File: src/rtl/hhlp_pkg.sv
// ----------------------------------------------------------------------------
// HTTP header line parser package
// Payload types, parser phases, byte codes and role codes.
// ----------------------------------------------------------------------------
package hhlp_pkg;

  localparam int unsigned OffsetWidth = 9;

  localparam logic [7:0] CharColon = 8'h3A;
  localparam logic [7:0] CharSpace = 8'h20;
  localparam logic [7:0] CharCr    = 8'h0D;
  localparam logic [7:0] CharLf    = 8'h0A;

  localparam logic [OffsetWidth-1:0] ValueLimitReset = OffsetWidth'(255);

  localparam logic [1:0] RoleDelim = 2'd0;
  localparam logic [1:0] RoleKey   = 2'd1;
  localparam logic [1:0] RoleValue = 2'd2;
  localparam logic [1:0] RoleAfter = 2'd3;

  typedef enum logic [3:0] {
    PH_START    = 4'd0,
    PH_KEY      = 4'd1,
    PH_COLON    = 4'd2,
    PH_SPACE    = 4'd3,
    PH_VALUE    = 4'd4,
    PH_CR       = 4'd5,
    PH_LINE_END = 4'd6,
    PH_END_CR   = 4'd7,
    PH_DONE     = 4'd8,
    PH_ERROR    = 4'd9
  } phase_e;

  typedef struct packed {
    logic [7:0] data_byte;
    logic       restart;
  } in_t;

  typedef struct packed {
    logic [7:0] byte_out;
    logic [1:0] role;
    logic       line_done;
    logic       headers_done;
    logic       parse_error;
  } out_t;

  typedef struct packed {
    phase_e                 phase;
    logic [OffsetWidth-1:0] value_offset;
  } parse_state_t;

endpackage

File: src/rtl/hhlp_step.sv
// ----------------------------------------------------------------------------
// HTTP header line parser step
// Combinational tagging of one byte and the parser state update.
// ----------------------------------------------------------------------------
module hhlp_step (
  input  hhlp_pkg::parse_state_t             state_i,
  input  logic [hhlp_pkg::OffsetWidth-1:0]   value_limit_i,
  input  hhlp_pkg::in_t                      item_i,
  output hhlp_pkg::parse_state_t             state_o,
  output hhlp_pkg::out_t                     result_o
);
  import hhlp_pkg::*;

  phase_e                 phase;
  logic [OffsetWidth-1:0] offset;
  logic [7:0]             b;
  logic                   is_crlf;
  logic                   err;

  assign b       = item_i.data_byte;
  assign is_crlf = (b == CharCr) || (b == CharLf);
  // A restart puts the parser back at line start before this byte is handled.
  assign phase   = item_i.restart ? PH_START : state_i.phase;
  assign offset  = item_i.restart ? '0 : state_i.value_offset;

  always_comb begin
    state_o.phase        = phase;
    state_o.value_offset = offset;
    result_o.byte_out     = b;
    result_o.role         = RoleDelim;
    result_o.line_done    = 1'b0;
    result_o.headers_done = 1'b0;
    err                   = 1'b0;

    unique case (phase)
      PH_START: begin
        if (is_crlf) begin
          result_o.role = RoleDelim;
        end else if (b == CharColon) begin
          err = 1'b1;
        end else begin
          result_o.role = RoleKey;
          state_o.phase = PH_KEY;
        end
      end
      PH_KEY: begin
        if (b == CharColon) begin
          state_o.phase = PH_COLON;
        end else if (is_crlf) begin
          err = 1'b1;
        end else begin
          result_o.role = RoleKey;
        end
      end
      PH_COLON: begin
        if (b == CharSpace) begin
          state_o.phase = PH_SPACE;
        end else begin
          err = 1'b1;
        end
      end
      PH_SPACE: begin
        if (b == CharCr) begin
          err = 1'b1;
        end else begin
          result_o.role        = RoleValue;
          state_o.value_offset = '0;
          state_o.phase        = PH_VALUE;
        end
      end
      PH_VALUE: begin
        // offset + 1 > limit is the same test as offset >= limit.
        if (b == CharCr) begin
          state_o.phase = PH_CR;
        end else if (offset >= value_limit_i) begin
          err = 1'b1;
        end else begin
          state_o.value_offset = offset + OffsetWidth'(1);
          result_o.role        = RoleValue;
        end
      end
      PH_CR: begin
        if (b == CharLf) begin
          result_o.line_done = 1'b1;
          state_o.phase      = PH_LINE_END;
        end else begin
          err = 1'b1;
        end
      end
      PH_LINE_END: begin
        if (b == CharCr) begin
          state_o.phase = PH_END_CR;
        end else if ((b == CharLf) || (b == CharColon)) begin
          err = 1'b1;
        end else begin
          result_o.role = RoleKey;
          state_o.phase = PH_KEY;
        end
      end
      PH_END_CR: begin
        if (b == CharLf) begin
          result_o.headers_done = 1'b1;
          state_o.phase         = PH_DONE;
        end else begin
          err = 1'b1;
        end
      end
      PH_DONE: begin
        result_o.role = RoleAfter;
      end
      default: begin
        // The error phase, and any code that is not a phase, stays in error.
        state_o.phase = PH_ERROR;
        result_o.role = RoleAfter;
      end
    endcase

    if (err) begin
      result_o.role = RoleDelim;
      state_o.phase = PH_ERROR;
    end
    result_o.parse_error = err;
  end

endmodule

File: src/rtl/http_header_line_parser_core.sv
// ----------------------------------------------------------------------------
// HTTP header line parser core
// Tags each byte of an HTTP header section as delimiter, key, value or after byte.
// ----------------------------------------------------------------------------
// The core takes the bytes that follow a request line, one byte per input
// transfer, and returns exactly one result transfer per byte, in order. It
// sustains one byte per clock cycle while the consumer keeps up. A byte is
// captured in the input register, where the phase update runs on it, and its
// tag is then captured in the result register when that register is empty or
// is being drained. Both sides are decoupled by these registers, so a new
// byte is taken while a finished result still waits for the consumer; the
// input stalls only when both registers hold a byte and the consumer is not
// ready. The value length limit is written over the configuration channel,
// which is always ready; write it only while no byte is in flight. Error and
// end of section are sticky until a byte arrives with its restart bit set.
// ----------------------------------------------------------------------------
module http_header_line_parser_core (
  input  logic                             clk_i,
  input  logic                             rst_ni,
  input  logic                             in_valid_i,
  output logic                             in_ready_o,
  input  hhlp_pkg::in_t                    in_data_i,
  output logic                             out_valid_o,
  input  logic                             out_ready_i,
  output hhlp_pkg::out_t                   out_data_o,
  input  logic                             cfg_valid_i,
  output logic                             cfg_ready_o,
  input  logic [hhlp_pkg::OffsetWidth-1:0] cfg_data_i
);
  import hhlp_pkg::*;

  // Input register stage.
  logic         s1_valid_q;
  in_t          s1_data_q;
  // Result register stage.
  logic         out_valid_q;
  out_t         out_data_q;
  // Parser state and configuration.
  parse_state_t state_q, state_d;
  out_t         result_d;
  logic [OffsetWidth-1:0] value_limit_q;

  logic s2_ready;
  logic advance;
  logic in_xfer;

  // The result register frees up when it is empty or is being drained.
  assign s2_ready   = !out_valid_q || out_ready_i;
  assign advance    = s1_valid_q && s2_ready;
  assign in_ready_o = !s1_valid_q || s2_ready;
  assign in_xfer    = in_valid_i && in_ready_o;
  assign cfg_ready_o = 1'b1;

  assign out_valid_o = out_valid_q;
  assign out_data_o  = out_data_q;

  hhlp_step u_step (
    .state_i       (state_q),
    .value_limit_i (value_limit_q),
    .item_i        (s1_data_q),
    .state_o       (state_d),
    .result_o      (result_d)
  );

  // Control state: valid flags, parser state and the limit register.
  always_ff @(posedge clk_i or negedge rst_ni) begin
    if (!rst_ni) begin
      s1_valid_q    <= 1'b0;
      out_valid_q   <= 1'b0;
      state_q.phase <= PH_START;
      state_q.value_offset <= '0;
      value_limit_q <= ValueLimitReset;
    end else begin
      if (in_ready_o) begin
        s1_valid_q <= in_valid_i;
      end
      if (s2_ready) begin
        out_valid_q <= s1_valid_q;
      end
      // The parser state moves only when its byte moves into the result stage.
      if (advance) begin
        state_q <= state_d;
      end
      if (cfg_valid_i && cfg_ready_o) begin
        value_limit_q <= cfg_data_i;
      end
    end
  end

  // Payload registers need no reset; their valid flags qualify them.
  always_ff @(posedge clk_i) begin
    if (in_xfer) begin
      s1_data_q <= in_data_i;
    end
    if (advance) begin
      out_data_q <= result_d;
    end
  end

endmodule

File: config.mk
export PLATFORM = sky130hd
export DESIGN_NAME = http_header_line_parser_core
export DESIGN_NICKNAME = d
export VERILOG_FILES = /design/src/rtl/hhlp_pkg.sv /design/src/rtl/hhlp_step.sv /design/src/rtl/http_header_line_parser_core.sv
export SDC_FILE = /design/constraint.sdc
export NUM_CORES = 1
export LEC_CHECK = 0
export ABC_CLOCK_PERIOD_IN_PS = 3400
export BUFFER_PORTS_ARGS = -buffer_cell sky130_fd_sc_hd__buf_2
export CAP_MARGIN = 10
export CORE_ASPECT_RATIO = 0.5
export CORE_MARGIN = 10
export CORE_UTILIZATION = 53
export DETAILED_ROUTE_END_ITERATION = 7
export PLACE_DENSITY_LB_ADDON = 0.2
export SKIP_CTS_REPAIR_TIMING = 1
export SYNTH_ARGS = -nofsm -noshare
export SYNTH_HDL_FRONTEND = slang
export SYNTH_SLANG_ARGS = --single-unit
File: constraint.sdc
create_clock -name clk_i -period 3.4 [get_ports clk_i]
set_input_delay 0.51 -clock clk_i [delete_from_list [all_inputs] [get_ports clk_i]]
set_output_delay 0.51 -clock clk_i [all_outputs]
set_load 0.02 [all_outputs]
# After elaboration in Yosys (flattened, before gate mapping)
# Index checks and enable logic that the tools add are counted.
[word_totals]
ff_bits = 46
in_bits = 23
out_inout_bits = 16
wordCells = 77
[classes]
add_sub_neg = 1
magnitude_cmp = 1
eq_ne = 12
mux = 40
n_reduce_logical = 11
[op_table]
columns = ["operator", "n"]
rows = [
  ["2-to-1 mux 4 bit", 11],
  ["one-hot mux 4 bit (9 select lines)", 1],
  ["2-to-1 mux 9 bit", 3],
  ["one-hot mux 9 bit (2 select lines)", 1],
  ["equality test 4 x 3 -> 1 bit, second input constant", 4],
  ["equality test 8 x 4 -> 1 bit, second input constant", 2],
  ["equality test 8 x 6 -> 1 bit, second input constant", 2],
  ["2-to-1 mux 1 bit", 15],
  ["2-to-1 mux 13 bit", 1],
  ["2-to-1 mux 2 bit", 6],
  ["one-hot mux 2 bit (6 select lines)", 1],
  ["adder 9 x 1 -> 9 bit, second input constant", 1],
  ["greater-or-equal comparator 9 bit", 1],
  ["equality test 4 x 2 -> 1 bit, second input constant", 2],
  ["one-hot mux 1 bit (7 select lines)", 1],
  ["equality test 4 x 1 -> 1 bit, second input constant", 1],
  ["equality test 4 bit, second input constant", 1],
  ["logical NOT 4 bit", 1],
  ["logical OR 1 bit", 4],
  ["OR reduction 3 bit", 1],
  ["logical AND 1 bit", 2],
  ["logical NOT 1 bit", 2],
  ["OR reduction 2 bit", 1],
]

# Longest topological paths before layout
[depth]
ltp_word = 6
ltp_mapped = 11
depth_no_buf = 9

# By module
# From an unflattened synthesis, not the netlist that was laid out.
[unflattened]
cells_unflattened = 259
area_unflattened_um2 = 2800.2
[by_module_without_submodules]
columns = ["module", "n_inst", "cells_per_inst", "area_per_inst_um2", "seq_area_each_um2"]
rows = [
  ["http_header_line_parser_core", 1, 79, 1645.3, 1271.2],
  ["hhlp_step", 1, 180, 1154.9, 0.0],
]

# Least setup slack after synthesis
# OpenSTA, ideal clock, no wires.
[synth_path]
kind = "reg2reg"
startpoint = "register s1_data_q[0] (netlist name)"
endpoint = "register state_q[4] (netlist name)"
setup_ps = 69
arrival_ps = 2452
required_time_ps = 3331
path_slack_ps = 879
path_stages_with_launch = 12
n_path_buf = 3
period_less_slack_ps = 2521
cell_sequence = "edfxtp_1 -> buf_6 -> clkbuf_1 -> nor2b_1 -> ha_1 -> nand2_1 -> nor3_1 -> a221oi_4 -> o21ai_2 -> buf_6 -> or4_1 -> nand3_1"
[synth_via]
elab_chain_len = 5
elab_cells_between_ends = 10
classes_between = "1 x add/sub; 1 x order compare; 2 x eq/ne; 6 x mux"
[synth_rtl]
columns = ["item", "line_no", "text"]
rows = [
  ["start: declaration", "http_header_line_parser_core.sv:34", "in_t s1_data_q;"],
  ["start signal: assignment", "http_header_line_parser_core.sv:93", "s1_data_q <= in_data_i;"],
  ["2-to-1 mux 9 bit", "hhlp_step.sv:24", "assign offset = item_i.restart ? '0 : state_i.value_offset;"],
  ["adder 9 x 1 -> 9 bit / greater-or-equal comparator 9 bit (equally long branches)", "hhlp_step.sv:78, hhlp_step.sv:75", ""],
  ["2-to-1 mux 9 bit", "hhlp_step.sv:75", "end else if (offset >= value_limit_i) begin"],
  ["2-to-1 mux 9 bit", "hhlp_step.sv:73", "if (b == CharCr) begin"],
  ["one-hot mux 9 bit (2 select lines) *", "hhlp_step.sv:35", "unique case (phase)"],
  ["end signal: assignment", "http_header_line_parser_core.sv:82", "state_q <= state_d;"],
  ["end: declaration", "http_header_line_parser_core.sv:39", "parse_state_t state_q, state_d;"],
]
# Mark *: on every way between the ends. The rest lies on a longest branch, timed or not.
# A chain may end at the register's enable or synchronous reset.

==> impl_metrics.ini <==
[floorplan]
die_w_um = 121
initial_utilization = 0.548
dieArea_um2 = 8500
die_height_um = 70.4
io_pins = 39
core_um2 = 4910
rows = 18

[timing]
final.setup_skew_ns = 0.00822
tns_ns = 0
layout_setup_ws_ns = 0.663
min_period_ns = 2.74
tightest_slew_ns = 0.638
finalCritPeriodShare = 0.805
setup_violations = 0
slew_headroom = 0.575
drv_slew = 0
max_freq_mhz = 365
hold_viol_final = 0
rsz0062_at_grt = false

[place]
gp_congestion = 0.907
dp_cells = 366
port_buffers = 37
hpwl_mm = 4.47
dp_slack_ns = 0.722

[routing]
wl_per_cell_um = 16.0
routed_wl_mm = 5.97
num_vias = 2189
viasPerCell = 5.85
drtPass1Iterations = 4
drc = 0
first_iter_violations = 175
drtAntennaViolNets = 0

[run]
cap_violations = 0

[power]
powerDensity_nw_per_um2 = 415
ir_worst_vdd_mv = 0.236
p_leak_nw = 1.18
combPwrFrac = 0.130
cellInternalPower_uw = 926
power_switching_uw = 320
sw_frac_of_total = 0.257
seq_power_share = 0.534
clock_power_share = 0.337

[synth]
yosysSeqAreaShare = 0.472
synth_nets = 304
synth_edf_count = 22
yosys_warnings = 0
synth_xor_area_frac = 0.00976
yosys.area_share.simple = 0.250
synthFlopType = edfxtp_1
ys_seq_elements = 46
synth_compound_area_frac = 0.163
synth_top_family_by_area = simple AND/OR/NAND/NOR gates
async_flop_share = 0.522
synth_fa_ha_area_frac = 0.0418
synth.area.mux_share = 0.00836
synth.cell_area_um2 = 2690
postSynthAreaPerCell_um2 = 9.90
synth_cell_types = 63
netlist_instances = 272

[grt]
antenna_found_initial = 0
grt_pass1_wl_mm = 10.3
grt_pass1_vias = 2140
grt_max_degree = 25
grt_util_all_layers = 0.146
grt_overflow = 0

[clocking]
cts_buffer_depth = 2
worstSkewPairLatency_ns = 0.30
cts_buffers = 5
root_buffer = clkbuf_8
clkSlewWorstSetupHoldPaths_ns = 0.09
htreeDepth = 2
cts.sinks = 46
cts_tree = yes

[critical_path]
critPathRequiredTime_ns = 3.45
worst_path_max_delay_cell = edfxtp_1
crit_start = s1_data_q[0]$_DFFE_PP_
critPathBufInv = 1
crit_chain = nor2b_1 > ha_1 > nand2_1 > nor3_1 > a221oi_4 > o21ai_2 > a211oi_2 > inv_1
path_class = reg -> reg
cp_top_family = compound AO/OA/AOI/OAI gates
r2r-start = s1_data_q[0]$_DFFE_PP_
worstSetupStartpointType = register
critPathCaptureType = register
slowest_delay_ns = 0.77
critPathArrivalTime_ns = 2.79
crit_fanout = 21

[layout]
drive_above_1_share = 0.220
syn_to_final_growth_pct = 11.6
antenna_cells = 0
layout.nets = 335
fill_cells = 461
fin_cells = 374

[worst_hold_path]
hp-class = in -> async

[outcome]
status = finished clean
[metrics by stage]
stage               cell area, µm²  hold slack [ns]   util  total power, mW
floorplan                     2690            0.214      -            0.785
global placement              2890            0.466  0.588            0.834
detailed placement            2890            0.482  0.588            0.838
CTS                           3010            0.191  0.612             1.26
global route                  3010            0.217  0.612             1.31
finish                        3010            0.183  0.612             1.25
[flip-flops by register name, indices dropped and copies added, names as in the netlist]
name	cells
out_valid_o	1
s1_valid_q	1
value_limit_q	9
s1_data_q	9
out_data_o	13
state_q	13
[placed cells by master (no fill, tap or decap), types with 2 or more instances in the layout]
cell type / n
nor2_2: 2
a32o_1: 2
nor4_1: 3
ha_1: 9
o31ai_1: 2
nor3b_1: 2
o21ai_0: 13
and2_1: 3
inv_1: 16
clkbuf_8: 6
nand3b_1: 5
a31oi_1: 4
nand4_1: 3
nor2b_1: 7
nor3_1: 11
edfxtp_1: 22
nand2b_1: 6
mux2_2: 2
a211o_1: 2
a21oi_1: 17
dfrtp_1: 16
a21o_1: 2
dfstp_2: 8
nand4bb_1: 2
nor2_1: 18
nand3_1: 9
nand2_1: 28
or4_1: 6
buf_2: 37
xor2_1: 2
o211ai_1: 6
[cells by family (layout without fill, tap and decap cells)]
| kind of cell | count (synthesis) | in the layout |
|---|---|---|
| other cells | 1 | 1 |
| fa+ha+maj | 9 | 9 |
| buf+inv | 30 | 62 |
| simple gates | 118 | 118 |
| compound gates | 63 | 63 |
| xor+xnor | 3 | 3 |
| flops | 46 | 46 |
| mux | 2 | 2 |
[power by group through the flow]
stage          combinational, mW  sequential [mW]  clock [mW]
4_1_cts                    0.163            0.665       0.435
3_3_place_gp               0.159            0.675           0
3_5_place_dp               0.162            0.676           0
6_report                   0.161            0.665       0.419
5_1_grt                    0.182            0.672       0.458
2_1_floorplan              0.111            0.674           0
[cells in the mapped netlist (6+ instances only)]
cell,n,area (µm²)
nand2_1,28,105
dfstp_2,8,210
nor2_1,18,67.6
nand2b_1,6,37.5
dfrtp_1,16,400
a21oi_1,17,85.1
nor3_1,11,55.1
nand3_1,9,45.0
o211ai_1,6,45.0
o21ai_0,13,65.1
clkbuf_1,6,22.5
inv_1,16,60.1
edfxtp_1,22,661
nor2b_1,7,43.8
ha_1,9,113
or4_1,6,45.0
[final cells by class]
| cell class | instances | area (µm²) | area share |
|---|---|---|---|
| Clock buffer | 7 | 86.3 | 0.0287 |
| Clock inverter | 1 | 30.0 | 0.00999 |
| Inverter | 16 | 60.1 | 0.0200 |
| Multi-Input combinational cell | 196 | 1280 | 0.425 |
| Sequential cell | 46 | 1270 | 0.423 |
| Tap cell | 70 | 87.6 | 0.0291 |
| Timing Repair Buffer | 38 | 193 | 0.0641 |
[final timing paths]
kind | to | slack [ns] | depth (start not counted)
worst max register to register | out_data_o[0]$_DFFE_PP_ | 0.66 | 8
min in group clk_i | s1_data_q[2]$_DFFE_PP_ | 0.37 | 1
worst max-delay path | out_data_o[0]$_DFFE_PP_ | 0.66 | 8
worst min-delay path | value_limit_q[8]$_DFFE_PN0P_ | 0.18 | 1
worst min register to register | out_valid_o$_DFFE_PN0P_ | 0.50 | 1
max in group asynchronous | value_limit_q[0]$_DFFE_PN1P_ | 2.84 | 1
[layer usage]
| layer | wire length (µm) | part of all wire | GRT usage |
|---|---|---|---|
| met1 | 2770 | 0.46 | 0.191 |
| met2 | 2670 | 0.45 | 0.229 |
| met3 | 461 | 0.077 | 0.0449 |
| met4 | 65 | 0.011 | 0.0359 |
| met5 | 0 | 0 | 0 |
(Power assumes the default switching activity.)
